===== config.mk =====
export PLATFORM = sky130hd
export DESIGN_NAME = lmpd_root_cell
export DESIGN_NICKNAME = d
export VERILOG_FILES = /design/src/rtl/core/lmpd_pkg.sv /design/src/rtl/core/lmpd_root_cell.sv
export SDC_FILE = /design/constraint.sdc
export NUM_CORES = 1
export LEC_CHECK = 0
export BUFFER_PORTS_ARGS = -buffer_cell sky130_fd_sc_hd__buf_4
export CORE_MARGIN = 3
export CORE_UTILIZATION = 30
export CTS_CLUSTER_SIZE = 20
export DETAILED_ROUTE_END_ITERATION = 8
export PLACE_DENSITY = 0.6
export RECOVER_POWER = 100
export SYNTH_ARGS = -nofsm -noshare
export SYNTH_HDL_FRONTEND = slang
export SYNTH_SLANG_ARGS = --single-unit

===== constraint.sdc =====
create_clock -name clk_i -period 0.9 [get_ports clk_i]
set_input_delay 0.135 -clock clk_i [delete_from_list [all_inputs] [get_ports clk_i]]
set_output_delay 0.135 -clock clk_i [all_outputs]
set_load 0.01 [all_outputs]

===== src/rtl/core/lmpd_pkg.sv =====
`timescale 1ns / 1ps
// ----------------------------------------------------------------------------
// lmpd_pkg: shared types and constants
// Widths, limits, register indexes and cell types for the landmark distance
// block.
// ----------------------------------------------------------------------------
package lmpd_pkg;

  localparam int unsigned MAX_POINTS = 65536;
  localparam int unsigned MAX_GRID   = 4096;

  // Field widths
  localparam int unsigned COORD_W   = 17;
  localparam int unsigned GRID_W    = 13;
  localparam int unsigned SIZE_M1_W = 12;
  localparam int unsigned CFG_IDX_W = 1;
  localparam int unsigned MEAN_W    = 22;

  // Datapath widths
  localparam int unsigned PROD_W     = COORD_W + GRID_W;   // coord * (size-1)
  localparam int unsigned NUM_W      = PROD_W + 1;         // plus size*2^15
  localparam int unsigned FRAC_SHIFT = 16;
  localparam int unsigned PIX_W      = NUM_W - FRAC_SHIFT;
  localparam int unsigned DIFF_W     = PIX_W + 1;
  localparam int unsigned ABS_W      = 13;                 // |dx| <= 8190
  localparam int unsigned SQ_W       = 2 * ABS_W;
  localparam int unsigned D2_W       = SQ_W + 1;
  localparam int unsigned RAD_W      = 44;                 // d2 << 16, even width
  localparam int unsigned ROOT_W     = RAD_W / 2;
  localparam int unsigned ROOT_STEPS = ROOT_W;
  localparam int unsigned REM_W      = ROOT_W + 2;
  localparam int unsigned SUM_W      = 38;
  localparam int unsigned CNT_W      = 17;
  localparam int unsigned DIV_CNT_W  = 6;

  // Register indexes
  localparam logic [CFG_IDX_W-1:0] CFG_GRID_WIDTH  = 1'b0;
  localparam logic [CFG_IDX_W-1:0] CFG_GRID_HEIGHT = 1'b1;

  localparam logic [GRID_W-1:0] GRID_RESET = GRID_W'(64);

  // Token passed along the root cell chain
  typedef struct packed {
    logic               vld;
    logic               last;
    logic [RAD_W-1:0]   rad;
    logic [REM_W-1:0]   rem;
    logic [ROOT_W-1:0]  root;
  } root_t;

  typedef struct packed {
    logic busy;
    logic done;
  } div_stat_t;

  // Grid size as used: zero reads as one, above MAX_GRID clamps.
  function automatic logic [GRID_W-1:0] eff_size(input logic [GRID_W-1:0] s);
    logic [GRID_W-1:0] r;
    if (s == '0) begin
      r = GRID_W'(1);
    end else if (s > GRID_W'(MAX_GRID)) begin
      r = GRID_W'(MAX_GRID);
    end else begin
      r = s;
    end
    return r;
  endfunction

endpackage


===== src/rtl/core/lmpd_root_cell.sv =====
`timescale 1ns / 1ps
// ----------------------------------------------------------------------------
// lmpd_root_cell: one digit of the square root
// Takes two radicand bits, settles one root bit, hands on to the next cell.
// ----------------------------------------------------------------------------
module lmpd_root_cell (
  input  logic            clk_i,
  input  logic            rst_ni,
  input  lmpd_pkg::root_t prev_i,
  output lmpd_pkg::root_t next_o
);
  import lmpd_pkg::*;

  logic [REM_W+1:0] rem_sh;
  logic [REM_W+1:0] trial;
  logic             take;

  assign rem_sh = {prev_i.rem, prev_i.rad[RAD_W-1 -: 2]};
  assign trial  = (REM_W+2)'({prev_i.root, 2'b01});
  assign take   = (rem_sh >= trial);

  always_ff @(posedge clk_i or negedge rst_ni) begin
    if (!rst_ni) begin
      next_o <= '0;
    end else begin
      next_o.vld  <= prev_i.vld;
      next_o.last <= prev_i.last;
      next_o.rad  <= {prev_i.rad[RAD_W-3:0], 2'b00};
      next_o.rem  <= take ? REM_W'(rem_sh - trial) : REM_W'(rem_sh);
      next_o.root <= {prev_i.root[ROOT_W-2:0], take};
    end
  end

endmodule


==> flow_metrics.env <==
export IMPL_cts_root_buf="clkbuf_16"
export IMPL_endpoint_kind="flop"
export IMPL_num_antenna_cells=0
export IMPL_synthMuxAreaShare_pct=7.68
export IMPL_synthesis_area_mm2=0.00398
export IMPL_top_regs="next_o: 90 flops"
export IMPL_rsz0062_at_grt="true"
export IMPL_die_h_um=121
export IMPL_min_path_type="in -> reg"
export IMPL_synth_simple_area_share_pct=6.80
export IMPL_largest_register_ffs=90
export IMPL_fin_crit_ps=1990
export IMPL_ys_ff_latch=90
export IMPL_cp_required_ps=1120
export IMPL_synth_compound_area_share_pct=12.4
export IMPL_hold_start="prev_i[22]"
export IMPL_ctsLongestPathBuffers=2
export IMPL_startpoint_type="input pin"
export IMPL_port_buffers=183
export IMPL_slew_limit_headroom_pct=64.2
export IMPL_h_tree_depth=3
export IMPL_p_leak_nw=3.81
export IMPL_first_global_vias=4136
export IMPL_dp_slack_ps=-1530
export IMPL_coreArea_mm2=0.0128
export IMPL_arrival_ps=2220
export IMPL_regMostFlops="next_o"
export IMPL_avgSynthCellArea_um2=12.3
export IMPL_drt_iter0_markers=132
export IMPL_wl_per_cell_um=15.9
export IMPL_register_area_mm2=0.00225
export IMPL_drt_wl_total_mm=13.4
export IMPL_pwr_density_cell_mw_per_mm2=1520
export IMPL_fin_hold_ws_ps=26.3
export IMPL_final_cell_mix="buf_4 (111), buf_6 (105), dfrtp_1 (90)"
export IMPL_tightestPinTransition_ps=537
export IMPL_worstHoldEndpoint="next_o[24]"
export IMPL_postSynthCellCount=323
export IMPL_worst_slack_ps=-1090
export IMPL_synthXorXnorAreaFrac_pct=4.63
export IMPL_hold_viol=0
export IMPL_grt_max_degree=33
export IMPL_design_area_mm2=0.00799
export IMPL_clock_sinks=90
export IMPL_drc=0
export IMPL_slew_viol_final=0
export IMPL_maxCapViolCount=0
export IMPL_nNetsFinal=785
export IMPL_grt_first_pass_wirelength_mm=21.0
export IMPL_areaGrowthSynthToFinish_pct=101
export IMPL_final_common_cell="buf_4"
export IMPL_drt_antenna_violating_nets=0
export IMPL_fill_cells=948
export IMPL_synth_cell_types=44
export IMPL_fp_dieArea_mm2=0.0147
export IMPL_yosysSeqAreaShare_pct=56.7
export IMPL_fin_tns_setup_ps=-32780
export IMPL_violations="setup timing"
export IMPL_numCtsBuffers=9
export IMPL_fmax_mhz=502
export IMPL_io_pins=186
export IMPL_finalSetupViolCount=115
export IMPL_clk_pin_slew_ps=70
export IMPL_dp_hpwl_mm=9.26
export IMPL_crit_fanout=6
export IMPL_grt_overflow_total=0
export IMPL_rows=41
export IMPL_async_reset_ff_share_pct=100
export IMPL_num_vias=3735
export IMPL_multi_input_area_mm2=0.00192
export IMPL_finalCritPeriodShare_pct=221
export IMPL_ir_drop_mv=0.768
export IMPL_synth_main_ff_cell="dfrtp_1"
export IMPL_stdcell_count=843
export IMPL_gp_congestion=0.879
export IMPL_synth_top_family_by_area="compound AO/OA/AOI/OAI gates"
export IMPL_initial_core_util_pct=31.1
export IMPL_synthAdderAreaFrac_pct=7.55
export IMPL_drive_gt1_share_pct=54.4
export IMPL_cts_tree="yes"
export IMPL_antenna_found_initial=0
export IMPL_synth_edf_count=0
export IMPL_grt_usage_pct=18.6
export IMPL_path_class="in -> reg"
export IMPL_detail_route_first_pass_iterations=4
export IMPL_vias_per_cell=4.43
export IMPL_place_area_mm2=0.00633
export IMPL_dp_cells=746
export IMPL_dieWidth_um=121
export IMPL_status="complete, but fails checks"
export IMPL_yosys_warnings=0
export IMPL_min_path_cells=2
==> critical path, cell delays in order <==
cell      delay (ps)
buf_6            110
inv_8             40
ha_4             190
buf_6            120
a21oi_4          120
o21a_1           160
a21oi_2           60
a211o_2          300
a221oi_4         300
o31ai_4          110
buf_6            140
buf_12           130
mux2_4           290
==> worst max path at each step <==
stage,start,to,slack [ps],cells past startpoint
after floorplan,prev_i[9],next_o[27],-1300,10
after global placement,prev_i[8],next_o[37],-1480,11
after detailed placement,prev_i[8],next_o[33],-1530,11
after CTS,prev_i[22],next_o[26],-1110,11
after global routing,prev_i[31],next_o[33],-1150,12
final,prev_i[9],next_o[29],-1090,13
==> per-stage QoR <==
| stage | power (mW) | util [%] |
|---|---|---|
| after detailed placement | 7.88 | 49.6 |
| final | 12.2 | 62.6 |
| after global routing | 12.8 | 62.6 |
| after CTS | 12.2 | 62.1 |
| after floorplan | 6.14 | - |
| after global placement | 7.84 | 49.6 |
==> Yosys cell counts, types with 2 or more instances <==
cell       count  share of area [%]
a211oi_1       3               0.57
a21o_1         5               0.94
a21oi_1       23                2.9
buf_2          3               0.38
buf_4          2               0.38
buf_6          2               0.57
clkbuf_1       3               0.28
dfrtp_1       90                 57
ha_1          24                7.6
inv_1         27                2.5
mux2_2         4                1.1
mux2_4        16                6.0
mux2i_1        2               0.50
nand2_1       20                1.9
nand3_1        2               0.25
nand4_1        5               0.79
nor2_1        15                1.4
nor2b_1        4               0.63
nor3_1         2               0.25
o2111ai_1      2               0.44
o211ai_1       3               0.57
o21a_1         9                1.7
o21ai_0       15                1.9
o31ai_1        2               0.38
or3_1          2               0.31
xnor2_1       12                2.6
xor2_1         9                2.0
==> area by class of cell <==
type	count	share of cell area, %
multi-input cells	197	24.1
clock buffers	9	2.82
flip-flops and latches	90	28.2
inverters	27	1.58
clock inverters	6	0.626
repair buffers	342	40.0
well taps	172	2.69
==> metal layers <==
layer,track usage [%],vias to the layer above,wire (um)
met2,35.1,129,7220
li1,-,1798,-
met5,0,-,0
met3,4.20,14,833
met4,6.44,0,187
met1,20.2,1794,5130
==> cell families (layout without fill, tap and decap cells) <==
| logic type | after synthesis | count (layout) |
|---|---|---|
| XOR/XNOR | 21 | 21 |
| AND/OR/NAND/NOR | 56 | 56 |
| other | 1 | 2 |
| multiplexers | 22 | 22 |
| AO/OA/AOI/OAI | 72 | 72 |
| buffers and inverters | 37 | 384 |
| flip-flops | 90 | 90 |
| adder cells (fa/ha/maj) | 24 | 24 |
==> power by group <==
part           internal, mW  total [mW]  switching, mW
Sequential             4.43        4.62          0.193
Clock                  1.88        3.53           1.65
Combinational          2.45        4.01           1.55
==> what timing repair did <==
| action | 4_1_cts | 5_1_grt |
|---|---|---|
| cloned | 1 | 0 |
| hold buffers | 66 | 0 |
| pin swaps | 19 | 6 |
| resized for setup | 139 | 19 |
| endpoints found under the hold margin | 155 | 0 |
| buffers inserted | 14 | 5 |
| endpoints found under the setup margin | 115 | 115 |
(Power assumes the default switching activity.)
