$ cat src/rtl/core/lmpd_pkg.sv
`timescale 1ns / 1ps
// ----------------------------------------------------------------------------
// lmpd_pkg: shared types and constants
// Widths, limits, register indexes and cell types for the landmark distance
// block.
// ----------------------------------------------------------------------------
package lmpd_pkg;

  localparam int unsigned MAX_POINTS = 65536;
  localparam int unsigned MAX_GRID   = 4096;

  // Field widths
  localparam int unsigned COORD_W   = 17;
  localparam int unsigned GRID_W    = 13;
  localparam int unsigned SIZE_M1_W = 12;
  localparam int unsigned CFG_IDX_W = 1;
  localparam int unsigned MEAN_W    = 22;

  // Datapath widths
  localparam int unsigned PROD_W     = COORD_W + GRID_W;   // coord * (size-1)
  localparam int unsigned NUM_W      = PROD_W + 1;         // plus size*2^15
  localparam int unsigned FRAC_SHIFT = 16;
  localparam int unsigned PIX_W      = NUM_W - FRAC_SHIFT;
  localparam int unsigned DIFF_W     = PIX_W + 1;
  localparam int unsigned ABS_W      = 13;                 // |dx| <= 8190
  localparam int unsigned SQ_W       = 2 * ABS_W;
  localparam int unsigned D2_W       = SQ_W + 1;
  localparam int unsigned RAD_W      = 44;                 // d2 << 16, even width
  localparam int unsigned ROOT_W     = RAD_W / 2;
  localparam int unsigned ROOT_STEPS = ROOT_W;
  localparam int unsigned REM_W      = ROOT_W + 2;
  localparam int unsigned SUM_W      = 38;
  localparam int unsigned CNT_W      = 17;
  localparam int unsigned DIV_CNT_W  = 6;

  // Register indexes
  localparam logic [CFG_IDX_W-1:0] CFG_GRID_WIDTH  = 1'b0;
  localparam logic [CFG_IDX_W-1:0] CFG_GRID_HEIGHT = 1'b1;

  localparam logic [GRID_W-1:0] GRID_RESET = GRID_W'(64);

  // Token passed along the root cell chain
  typedef struct packed {
    logic               vld;
    logic               last;
    logic [RAD_W-1:0]   rad;
    logic [REM_W-1:0]   rem;
    logic [ROOT_W-1:0]  root;
  } root_t;

  typedef struct packed {
    logic busy;
    logic done;
  } div_stat_t;

  // Grid size as used: zero reads as one, above MAX_GRID clamps.
  function automatic logic [GRID_W-1:0] eff_size(input logic [GRID_W-1:0] s);
    logic [GRID_W-1:0] r;
    if (s == '0) begin
      r = GRID_W'(1);
    end else if (s > GRID_W'(MAX_GRID)) begin
      r = GRID_W'(MAX_GRID);
    end else begin
      r = s;
    end
    return r;
  endfunction

endpackage

$ cat src/rtl/core/lmpd_div.sv
`timescale 1ns / 1ps
// ----------------------------------------------------------------------------
// lmpd_div: restoring divider
// Sum over count, one quotient bit per cycle.
// ----------------------------------------------------------------------------
module lmpd_div (
  input  logic                          clk_i,
  input  logic                          rst_ni,
  input  logic                          start_i,
  input  logic [lmpd_pkg::SUM_W-1:0]    dividend_i,
  input  logic [lmpd_pkg::CNT_W-1:0]    divisor_i,
  output lmpd_pkg::div_stat_t           stat_o,
  output logic [lmpd_pkg::SUM_W-1:0]    quotient_o
);
  import lmpd_pkg::*;

  logic [CNT_W-1:0]     rem_q;
  logic [CNT_W-1:0]     dvs_q;
  logic [SUM_W-1:0]     quo_q;
  logic [DIV_CNT_W-1:0] cnt_q;
  logic                 busy_q, done_q;
  logic [CNT_W:0]       rem_sh;
  logic                 take;

  assign rem_sh = {rem_q, quo_q[SUM_W-1]};
  assign take   = (rem_sh >= {1'b0, dvs_q});

  always_ff @(posedge clk_i or negedge rst_ni) begin
    if (!rst_ni) begin
      busy_q <= 1'b0;
      done_q <= 1'b0;
      cnt_q  <= '0;
    end else begin
      done_q <= busy_q && (cnt_q == '0);
      if (start_i) begin
        busy_q <= 1'b1;
        cnt_q  <= DIV_CNT_W'(SUM_W - 1);
      end else if (busy_q) begin
        if (cnt_q == '0) begin
          busy_q <= 1'b0;
        end
        cnt_q <= cnt_q - DIV_CNT_W'(1);
      end
    end
  end

  always_ff @(posedge clk_i) begin
    if (start_i) begin
      rem_q <= '0;
      quo_q <= dividend_i;
      dvs_q <= divisor_i;
    end else if (busy_q) begin
      rem_q <= take ? CNT_W'(rem_sh - {1'b0, dvs_q}) : CNT_W'(rem_sh);
      quo_q <= {quo_q[SUM_W-2:0], take};
    end
  end

  assign stat_o.busy = busy_q;
  assign stat_o.done = done_q;
  assign quotient_o  = quo_q;

endmodule

$ cat config.mk
export PLATFORM = sky130hd
export DESIGN_NAME = lmpd_div
export DESIGN_NICKNAME = d
export VERILOG_FILES = /design/src/rtl/core/lmpd_pkg.sv /design/src/rtl/core/lmpd_div.sv
export SDC_FILE = /design/constraint.sdc
export NUM_CORES = 1
export LEC_CHECK = 0
export CAP_MARGIN = 15
export CORE_MARGIN = 1.5
export CORE_UTILIZATION = 40
export CTS_BUF_LIST = sky130_fd_sc_hd__clkbuf_8 sky130_fd_sc_hd__clkbuf_16
export CTS_CLUSTER_DIAMETER = 150
export DETAILED_ROUTE_END_ITERATION = 8
export DONT_BUFFER_PORTS = 1
export PLACE_DENSITY = 0.55
export SLEW_MARGIN = 20
export SYNTH_ARGS = -nofsm -noshare
export SYNTH_HDL_FRONTEND = slang
export SYNTH_SLANG_ARGS = --single-unit
$ cat constraint.sdc
create_clock -name clk_i -period 3.9 [get_ports clk_i]
set_input_delay 0.39 -clock clk_i [delete_from_list [all_inputs] [get_ports clk_i]]
set_output_delay 0.39 -clock clk_i [all_outputs]
set_load 0.005 [all_outputs]
==> results.json <==
{
  "outcome": "complete, no violations",
  "die-area_sq_um": 11200,
  "max_freq_mhz": 335,
  "path_max_fanout": 12,
  "tightest_slew_ns": 0.723,
  "yosys_warnings": 0,
  "worst-setup-path-type": "reg2reg",
  "cts.clk_slew.worst_paths_ns": 0.09,
  "preCtsSetupSlack_ns": 0.927,
  "synth_flop_cell": "edfxtp_1",
  "maxSlewViolCount": 0,
  "drc_errors": 0,
  "finalHoldViolations": 0,
  "setup_tns_ns": 0,
  "final_cell_area_sq_um": 4540,
  "syn-num-nets": 433,
  "synth_seq_cells": 80,
  "numPortBuffers": 0,
  "maxCapViolations": 0,
  "overflow": 0,
  "slew_headroom": 0.516,
  "holdWs_ns": 0.103,
  "final_antenna_net_count": 0,
  "total_power_mw": 1.93,
  "cts_setup_buffers": 0,
  "cts_sinks": 80,
  "cts.htree.levels": 3,
  "cts_tree": "yes",
  "cts_buffers": 9,
  "required_ns": 4.02,
  "synth_cell_types": 60,
  "die_h_um": 106,
  "finalCritPeriodShare": 0.766,
  "start_util": 0.412,
  "firstDrtPassIters": 4,
  "syn_to_final_growth_pct": 7.18,
  "leakagePower_nw": 1.77,
  "syn_inst": 355,
  "row_count": 37,
  "clkLatencyLatePin_ns": 0.37,
  "multi_input_area_sq_um": 1870,
  "num_vias": 2655,
  "dr.first_iter.drc_count": 97,
  "cts.repair.resized": 0,
  "wl_per_cell_um": 17.5,
  "worstPathArrival_ns": 3.11,
  "yosysSeqAreaShare": 0.517,
  "grt_usage": 0.162,
  "grt_pass1_vias": 2750,
  "die_w_um": 106,
  "grt_pass1_wl_um": 13800,
  "routabilityCongestion": 0.907,
  "holdBufCountCts": 1,
  "end_kind": "flop",
  "diodes": 0,
  "yosysTopAreaCellShare": 0.390,
  "fin_ws_ns": 0.912,
  "wl_um": 8670,
  "yosys.area.top_type": "edfxtp_1",
  "nNetsFinal": 433,
  "async_flop_share": 0.100,
  "synth_area_sq_um": 4240,
  "finClkSkew_ns": 0.0170,
  "fin_crit_ns": 2.99,
  "grt_antenna_before_repair": 0,
  "root_buffer": "clkbuf_8",
  "hp-class": "in2reg",
  "seq_area_sq_um": 2190,
  "clk_path_buf_depth": 2,
  "pwr_density_cell_nw_per_um2": 425,
  "syn_area_per_cell_sq_um": 11.9,
  "ir_drop_v": 0.000213,
  "dpl-instance-area_sq_um": 4340,
  "dpl.hpwl_um": 6130,
  "grt_max_degree": 77,
  "fill_cells": 965,
  "via_per_inst": 5.35,
  "synth_edf_count": 55,
  "startpoint_type": "flop",
  "ios": 98,
  "grt_setup_unrepaired": "false",
  "setup_viol": 0,
  "ys_top_cells_by_area": "edfxtp_1 39%, mux2_2 10%, dfxtp_1 8.0%, ha_1 5.6%, dfrtp_1 4.7%",
  "core_sq_um": 10300,
  "drive_above_1_share": 0.175
}
-- routing by layer --
metal  up-vias  share of wire  track usage
met5         -              0            0
met4         0          0.012       0.0830
met3         9          0.089       0.0650
met2        98           0.45        0.244
met1      1223           0.44        0.202
li1       1325              -            -
-- cells in the mapped netlist (2+ instances only) --
library cell   n
a211oi_1      10
nor4_1         4
o21ai_1        4
xor2_1        11
mux2i_1        9
nand4b_1       2
o21ai_0        8
ha_1          19
xnor2_1        6
a21o_1         7
a32oi_1        4
o311ai_0       2
a21oi_1       10
nand2b_1       5
buf_4          2
buf_1          4
nor2b_1        3
o22ai_1        2
dfrtp_1        8
inv_1         25
and3_1         3
nor2_1        25
clkbuf_1       6
o211ai_1       3
nand2_1       16
mux2_2        38
edfxtp_1      55
nand3_1        5
dfxtp_1       17
nor3_1         7
a22oi_1        2
o21bai_1       5
-- final cells by class --
type                    instances  share of cell area
well taps                     136              0.0375
repair buffers                  3             0.00551
multi-input cells             236               0.413
clock buffers                   9              0.0273
clock inverters                 7              0.0138
inverters                      25              0.0207
flip-flops and latches         80               0.483
-- through the flow --
stage	util	cells
2_1_floorplan	-	355
3_3_place_gp	0.423	479
3_5_place_dp	0.423	479
4_1_cts	0.442	496
5_1_grt	0.442	496
6_report	0.442	496
-- state kept, by name, indices dropped and copies added, names as in the netlist --
| register | flops |
|---|---|
| quotient_o | 38 |
| dvs_q | 17 |
| rem_q | 17 |
| cnt_q | 6 |
| busy_q | 1 |
| done_q | 1 |
-- worst paths after layout --
| kind | from | endpoint | slack, ns | depth (start not counted) |
|---|---|---|---|---|
| min in group asynchronous | rst_ni | busy_q | 0.39 | 1 |
| max in group asynchronous | rst_ni | cnt_q[5] | 3.23 | 1 |
| hold reg to reg | rem_q[7] | rem_q[7] | 0.48 | 2 |
| setup reg to reg | quotient_o[37] | quotient_o[0] | 0.91 | 9 |
| setup / recovery | quotient_o[37] | quotient_o[0] | 0.91 | 9 |
| hold / removal | start_i | rem_q[6] | 0.10 | 1 |
-- power breakdown --
group          leakage (nW)  internal, mW  total, mW  switching (mW)
sequential            0.801         0.993       1.05          0.0575
clock                0.0959         0.290      0.595           0.305
combinational         0.869         0.135      0.284           0.149
total                  1.77          1.42       1.93           0.511
-- layout by cell type (no fill, tap or decap), types with 3 or more instances in the layout --
| cell type | synthesis | routed |
|---|---|---|
| clkbuf_8 | 0 | 9 |
| ha_1 | 19 | 19 |
| nor4_1 | 4 | 4 |
| nor2_1 | 25 | 25 |
| and3_1 | 3 | 3 |
| o21bai_1 | 5 | 5 |
| mux2i_1 | 9 | 9 |
| dfxtp_1 | 17 | 17 |
| a21o_1 | 7 | 7 |
| a211oi_1 | 10 | 10 |
| nand3_1 | 5 | 5 |
| xor2_1 | 11 | 11 |
| o21ai_0 | 8 | 8 |
| a32oi_1 | 4 | 4 |
| o211ai_1 | 3 | 3 |
| edfxtp_1 | 55 | 55 |
| xnor2_1 | 6 | 6 |
| nor2b_1 | 3 | 3 |
| mux2_2 | 38 | 38 |
| nor3_1 | 7 | 7 |
| nand2b_1 | 5 | 5 |
| a21oi_1 | 10 | 10 |
| dfrtp_1 | 8 | 8 |
| o21ai_1 | 4 | 4 |
| inv_1 | 25 | 26 |
| nand2_1 | 16 | 16 |
-- critical path: stages, from the launching register on --
cell and delay (ns):
edfxtp_1 0.44, inv_1 0.09, ha_1 0.16, inv_1 0.05
fa_1 0.40, a21oi_1 0.27, o221a_1 0.32, a21oi_2 0.12
a221o_2 0.58, mux2_2 0.32
-- cells by family (layout without fill, tap and decap cells) --
family	Yosys count	after routing	synth area share
XOR/XNOR	17	17	0.0351
adder cells (fa/ha/maj)	20	20	0.0608
flip-flops	80	80	0.517
buffers and inverters	39	44	0.0405
AND/OR/NAND/NOR	81	81	0.0998
AO/OA/AOI/OAI	71	71	0.124
multiplexers	47	47	0.122
Note: power is estimated with default switching activity, not from simulation.
