[src/rtl/core/lmpd_pkg.sv]
`timescale 1ns / 1ps
// ----------------------------------------------------------------------------
// lmpd_pkg: shared types and constants
// Widths, limits, register indexes and cell types for the landmark distance
// block.
// ----------------------------------------------------------------------------
package lmpd_pkg;

  localparam int unsigned MAX_POINTS = 65536;
  localparam int unsigned MAX_GRID   = 4096;

  // Field widths
  localparam int unsigned COORD_W   = 17;
  localparam int unsigned GRID_W    = 13;
  localparam int unsigned SIZE_M1_W = 12;
  localparam int unsigned CFG_IDX_W = 1;
  localparam int unsigned MEAN_W    = 22;

  // Datapath widths
  localparam int unsigned PROD_W     = COORD_W + GRID_W;   // coord * (size-1)
  localparam int unsigned NUM_W      = PROD_W + 1;         // plus size*2^15
  localparam int unsigned FRAC_SHIFT = 16;
  localparam int unsigned PIX_W      = NUM_W - FRAC_SHIFT;
  localparam int unsigned DIFF_W     = PIX_W + 1;
  localparam int unsigned ABS_W      = 13;                 // |dx| <= 8190
  localparam int unsigned SQ_W       = 2 * ABS_W;
  localparam int unsigned D2_W       = SQ_W + 1;
  localparam int unsigned RAD_W      = 44;                 // d2 << 16, even width
  localparam int unsigned ROOT_W     = RAD_W / 2;
  localparam int unsigned ROOT_STEPS = ROOT_W;
  localparam int unsigned REM_W      = ROOT_W + 2;
  localparam int unsigned SUM_W      = 38;
  localparam int unsigned CNT_W      = 17;
  localparam int unsigned DIV_CNT_W  = 6;

  // Register indexes
  localparam logic [CFG_IDX_W-1:0] CFG_GRID_WIDTH  = 1'b0;
  localparam logic [CFG_IDX_W-1:0] CFG_GRID_HEIGHT = 1'b1;

  localparam logic [GRID_W-1:0] GRID_RESET = GRID_W'(64);

  // Token passed along the root cell chain
  typedef struct packed {
    logic               vld;
    logic               last;
    logic [RAD_W-1:0]   rad;
    logic [REM_W-1:0]   rem;
    logic [ROOT_W-1:0]  root;
  } root_t;

  typedef struct packed {
    logic busy;
    logic done;
  } div_stat_t;

  // Grid size as used: zero reads as one, above MAX_GRID clamps.
  function automatic logic [GRID_W-1:0] eff_size(input logic [GRID_W-1:0] s);
    logic [GRID_W-1:0] r;
    if (s == '0) begin
      r = GRID_W'(1);
    end else if (s > GRID_W'(MAX_GRID)) begin
      r = GRID_W'(MAX_GRID);
    end else begin
      r = s;
    end
    return r;
  endfunction

endpackage

[src/rtl/core/lmpd_front.sv]
`timescale 1ns / 1ps
// ----------------------------------------------------------------------------
// lmpd_front: pixel mapping and squared distance
// Five stages: scale, round to pixel, abs difference, square, sum.
// ----------------------------------------------------------------------------
module lmpd_front (
  input  logic                               clk_i,
  input  logic                               rst_ni,
  input  logic                               vld_i,
  input  logic                               last_i,
  input  logic signed [lmpd_pkg::COORD_W-1:0] coord_i [4],  // px, py, lx, ly
  input  logic [lmpd_pkg::GRID_W-1:0]        size_x_i,
  input  logic [lmpd_pkg::GRID_W-1:0]        size_y_i,
  output lmpd_pkg::root_t                    head_o
);
  import lmpd_pkg::*;

  logic [SIZE_M1_W-1:0] sm1 [4];
  logic [GRID_W-1:0]    sz  [4];
  logic [NUM_W-1:0]     num [4];
  logic [NUM_W-1:0]     nbias [4];

  logic [3:0] vld_q;
  logic [3:0] last_q;
  logic signed [PROD_W-1:0] prod_q [4];
  logic signed [PIX_W-1:0]  pix_q  [4];
  logic [ABS_W-1:0]         ax_q, ay_q;
  logic [SQ_W-1:0]          sqx_q, sqy_q;
  logic signed [DIFF_W-1:0] dx, dy;
  logic [DIFF_W-1:0]        adx, ady;

  assign sz[0] = size_x_i;
  assign sz[1] = size_y_i;
  assign sz[2] = size_x_i;
  assign sz[3] = size_y_i;

  always_comb begin
    for (int i = 0; i < 4; i++) begin
      sm1[i]   = SIZE_M1_W'(sz[i] - GRID_W'(1));
      num[i]   = NUM_W'($signed(prod_q[i])) + NUM_W'({sz[i], 15'b0});
      // round toward zero: bias negative numerators before the shift
      nbias[i] = num[i] + NUM_W'({FRAC_SHIFT{num[i][NUM_W-1]}});
    end
    dx  = DIFF_W'(pix_q[0]) - DIFF_W'(pix_q[2]);
    dy  = DIFF_W'(pix_q[1]) - DIFF_W'(pix_q[3]);
    adx = dx[DIFF_W-1] ? DIFF_W'(-dx) : DIFF_W'(dx);
    ady = dy[DIFF_W-1] ? DIFF_W'(-dy) : DIFF_W'(dy);
  end

  always_ff @(posedge clk_i or negedge rst_ni) begin
    if (!rst_ni) begin
      vld_q  <= '0;
      last_q <= '0;
      head_o <= '0;
    end else begin
      vld_q  <= {vld_q[2:0], vld_i};
      last_q <= {last_q[2:0], last_i};
      head_o.vld  <= vld_q[3];
      head_o.last <= last_q[3];
      head_o.rad  <= RAD_W'({(D2_W'(sqx_q) + D2_W'(sqy_q)), 16'b0});
      head_o.rem  <= '0;
      head_o.root <= '0;
    end
  end

  always_ff @(posedge clk_i) begin
    for (int i = 0; i < 4; i++) begin
      prod_q[i] <= PROD_W'(coord_i[i] * $signed({1'b0, sm1[i]}));
      pix_q[i]  <= $signed(nbias[i][NUM_W-1:FRAC_SHIFT]);
    end
    ax_q  <= adx[ABS_W-1:0];
    ay_q  <= ady[ABS_W-1:0];
    sqx_q <= ax_q * ax_q;
    sqy_q <= ay_q * ay_q;
  end

endmodule

[config.mk]
export PLATFORM = sky130hd
export DESIGN_NAME = lmpd_front
export DESIGN_NICKNAME = d
export VERILOG_FILES = /design/src/rtl/core/lmpd_pkg.sv /design/src/rtl/core/lmpd_front.sv
export SDC_FILE = /design/constraint.sdc
export NUM_CORES = 2
export LEC_CHECK = 0
export BUFFER_PORTS_ARGS = -buffer_cell sky130_fd_sc_hd__buf_2
export CAP_MARGIN = 20
export CORE_MARGIN = 2
export CORE_UTILIZATION = 50
export CTS_BUF_LIST = sky130_fd_sc_hd__clkbuf_2 sky130_fd_sc_hd__clkbuf_4 sky130_fd_sc_hd__clkbuf_8
export DETAILED_ROUTE_END_ITERATION = 8
export GPL_TIMING_DRIVEN = 0
export HOLD_SLACK_MARGIN = 0.1
export PLACE_DENSITY = 0.67
export SYNTH_ARGS = -nofsm -noshare
export SYNTH_HDL_FRONTEND = slang
export SYNTH_SLANG_ARGS = --single-unit
[constraint.sdc]
create_clock -name clk_i -period 6.1 [get_ports clk_i]
set_input_delay 1.22 -clock clk_i [delete_from_list [all_inputs] [get_ports clk_i]]
set_output_delay 1.22 -clock clk_i [all_outputs]
set_load 0.01 [all_outputs]
==> impl_metrics.toml <==
[status]
status = "finished with violations"
violations = "setup timing"

[clock_network]
cts_buffers = 49
cts_root_buffer = "clkbuf_8"
clk_pin_slew_ps = 70
numClockSinks = 293
clock_path_buffers = 3
ctsHtreeMaxLevel = 2
insertion_delay_ps = 650
cts_tree = "done"

[setup_path]
crit_top_cell = "fa_1"
critPathSlowestCell = "fa_1"
critical_path_class = "primary input to flip-flop"
worst-path-max-fanout = 4
required_ps = 6620
endpoint_kind = "flip-flop"
start_kind = "primary input"
slowest_delay_ps = 540
worstPathArrival_ps = 7690

[synthesis]
ys_types = 91
yosysWarnings = 0
synth-async-reset-ratio_pct = 12.63
syn_avg_cell_area_um2 = 9.051
synth-edff-count = 0
synthesis.area_um2 = 53340
synth-main-ff-cell = "dfxtp_1"
seq_area_frac_synth_pct = 11.34
synthCells = 5893
ys_seq_elements = 293

[detailed_routing]
num_vias = 40420
viasPerCell = 5.200
drt-total-wl_um = 135900
drtAntennaViolNets = 0
wl_per_cell_um = 17.48
first_pass_iters = 6
drc_errors = 0
drt_iter0_drc = 2367

[floorplanning]
num_rows = 119
initial_core_util_pct = 50.53
core_um2 = 105600
die_y_um = 330.6
dieArea_um2 = 109300
pin_count = 190
die_x_um = 330.6

[cells_and_area]
area_delta_synth_final_pct = 17.01
regArea_um2 = 6055
final_cell_area_um2 = 62410
multiInputGateArea_um2 = 44200
fillers = 8929
nets = 7965
drive_gt1_share_pct = 15.47

[timing]
period_needed_ps = 7173
fin_hold_ws_ps = 343.2
fin_ws_ps = -1073
finalSetupTns_ps = -38870
slew_headroom_pct = 42.35
final_hold_viol_count = 0
tightestPinTransition_ps = 864.8
finalCritPeriodShare_pct = 117.6
setup_viol = 64
finalMaxSlewViolations = 0
max_freq_mhz = 139.4
rsz0062_at_grt = "yes"
clock-skew-final_ps = 30.03

[global_route]
grt_pass1_wl_um = 216000
first_global_vias = 41550
track_usage_pct = 25.02
grt_antenna_before_repair = 18
gr-total-overflow = 0
grt_max_degree = 38

[job]
cap_violations = 0

[placed_design]
port_buffers = 126
gp_congestion = 0.9295
placed_area_um2 = 56740
hpwlAfterDp_um = 109100

[min_path]
min_path_type = "flip-flop to flip-flop"
## state kept, by name (all words and copies together), names as in the netlist
name,flops
last_q,4
ax_q,13
head_o,29
sqx_q,25
vld_q,4
sqy_q,25
ay_q,13
pix_q,60
prod_q,120
## synthesized netlist by cell type (5+ instances only)
master        n  area [µm²]
a2111o_1      5       56.30
a2111oi_0     9       78.83
a211o_1       5       43.79
a211oi_1     19       142.6
a21boi_0     11       82.58
a21o_1       89       668.1
a21oi_1     215        1076
a31oi_1      20       125.1
and2_1      193        1207
and3_1       28       175.2
and4_1        7       61.31
buf_4        63       473.0
clkbuf_1    170       638.1
dfrtp_1      37       925.9
dfxtp_1     256        5125
fa_1        952       19060
ha_1        581        7269
inv_1      1263        4741
nand2_1     636        2387
nand2b_1     90       563.0
nand3_1      53       265.3
nand3b_1      6       45.04
nand4_1      17       106.4
nor2_1      171       641.9
nor2b_1     244        1526
nor3_1       59       295.3
nor4_1        7       43.79
o211ai_1     18       135.1
o21a_1       45       337.8
o21ai_0     101       505.5
o21bai_1     43       322.8
o221ai_1      6       52.55
o31a_1        5       43.79
o31ai_1      11       82.58
or2_2        13       81.33
or3_1        12       75.07
xnor2_1     238        2085
xor2_1      102       893.4
## critical path: cells and delay by family
kind	cells	cell delay, ps
adder cells (fa/ha/maj)	6	2780
AND/OR/NAND/NOR	7	1380
AO/OA/AOI/OAI	6	1090
buffers and inverters	8	800
XOR/XNOR	2	430
## metal layers
metal / track usage (%) / up-vias / share of wire (%) / routed length (µm)
met5: 0 / - / 0.026 / 36
met4: 6.453 / 6 / 2.6 / 3597
met3: 4.659 / 245 / 7.3 / 9945
met2: 40.95 / 1269 / 47 / 64240
met1: 34.22 / 20040 / 43 / 58040
li1: - / 18860 / - / -
## layout by cell type (no fill, tap or decap), drive strengths merged, types with 10 or more instances in the layout
master / instances
a2111oi: 11
a211oi: 20
a21boi: 11
a21o: 89
a21oi: 218
a31oi: 20
and2: 194
and3: 29
buf: 413
bufinv: 10
clkbuf: 212
clkinv: 14
conb: 63
dfrtp: 37
dfxtp: 256
fa: 952
ha: 581
inv: 1265
nand2: 636
nand2b: 91
nand3: 53
nand4: 17
nor2: 174
nor2b: 244
nor3: 59
o211ai: 20
o21a: 45
o21ai: 103
o21bai: 43
o31ai: 11
or2: 14
or3: 12
xnor2: 239
xor2: 102
## layout make-up
cell class / instances / area share, %
antenna: 8 / 0.03208
timing repair buffer: 332 / 4.358
sequential: 293 / 9.701
inverter: 1263 / 7.636
clock inverter: 29 / 0.6716
tap: 1391 / 2.789
multi-input combinational: 4163 / 70.83
clock buffer: 61 / 1.295
buffer: 232 / 2.690
## stage by stage
| step | util [%] | setup WS, ps | instances |
|---|---|---|---|
| after global placement | 53.71 | -3229 | 7472 |
| final | 59.12 | -1073 | 7772 |
| after detailed placement | 53.75 | -3257 | 7476 |
| after global routing | 59.12 | -1204 | 7771 |
| after floorplan | - | -954.0 | 5955 |
| after CTS | 57.42 | -918.7 | 7675 |
## worst paths after layout
path / slack, ps / depth (start not counted) / endpoint / startpoint
max: -1070 / 29 / prod_q[2][29] / size_x_i[4]
min in group asynchronous: 680 / 1 / head_o[64] / rst_ni
max reg2reg: 240 / 21 / sqy_q[25] / ay_q[3]
max in group asynchronous: 4870 / 1 / head_o[83] / rst_ni
min reg2reg: 340 / 0 / vld_q[2] / vld_q[1]
min: 340 / 0 / vld_q[2] / vld_q[1]
## repair_timing
item	CTS	global route
hold buffers	0	0
buffers inserted	112	104
setup endpoints to repair	84	77
gates cloned	0	1
gates resized for setup	369	314
pin swaps	148	201
## cell families (layout without fill, tap and decap cells)
kind of cell / after synthesis / in the layout / share of synthesized area (%)
compound gates: 657 / 657 / 8.072
xor+xnor: 341 / 341 / 5.614
fa+ha+maj: 1533 / 1533 / 49.36
buf+inv: 1499 / 1917 / 11.02
flops: 293 / 293 / 11.34
mux: 7 / 7 / 0.1384
other cells: 1 / 71 / 0.007031
simple gates: 1562 / 1562 / 14.44
Power is not shown: default switching activity piles up to over one toggle a cycle in this logic, so the estimate is an artifact.
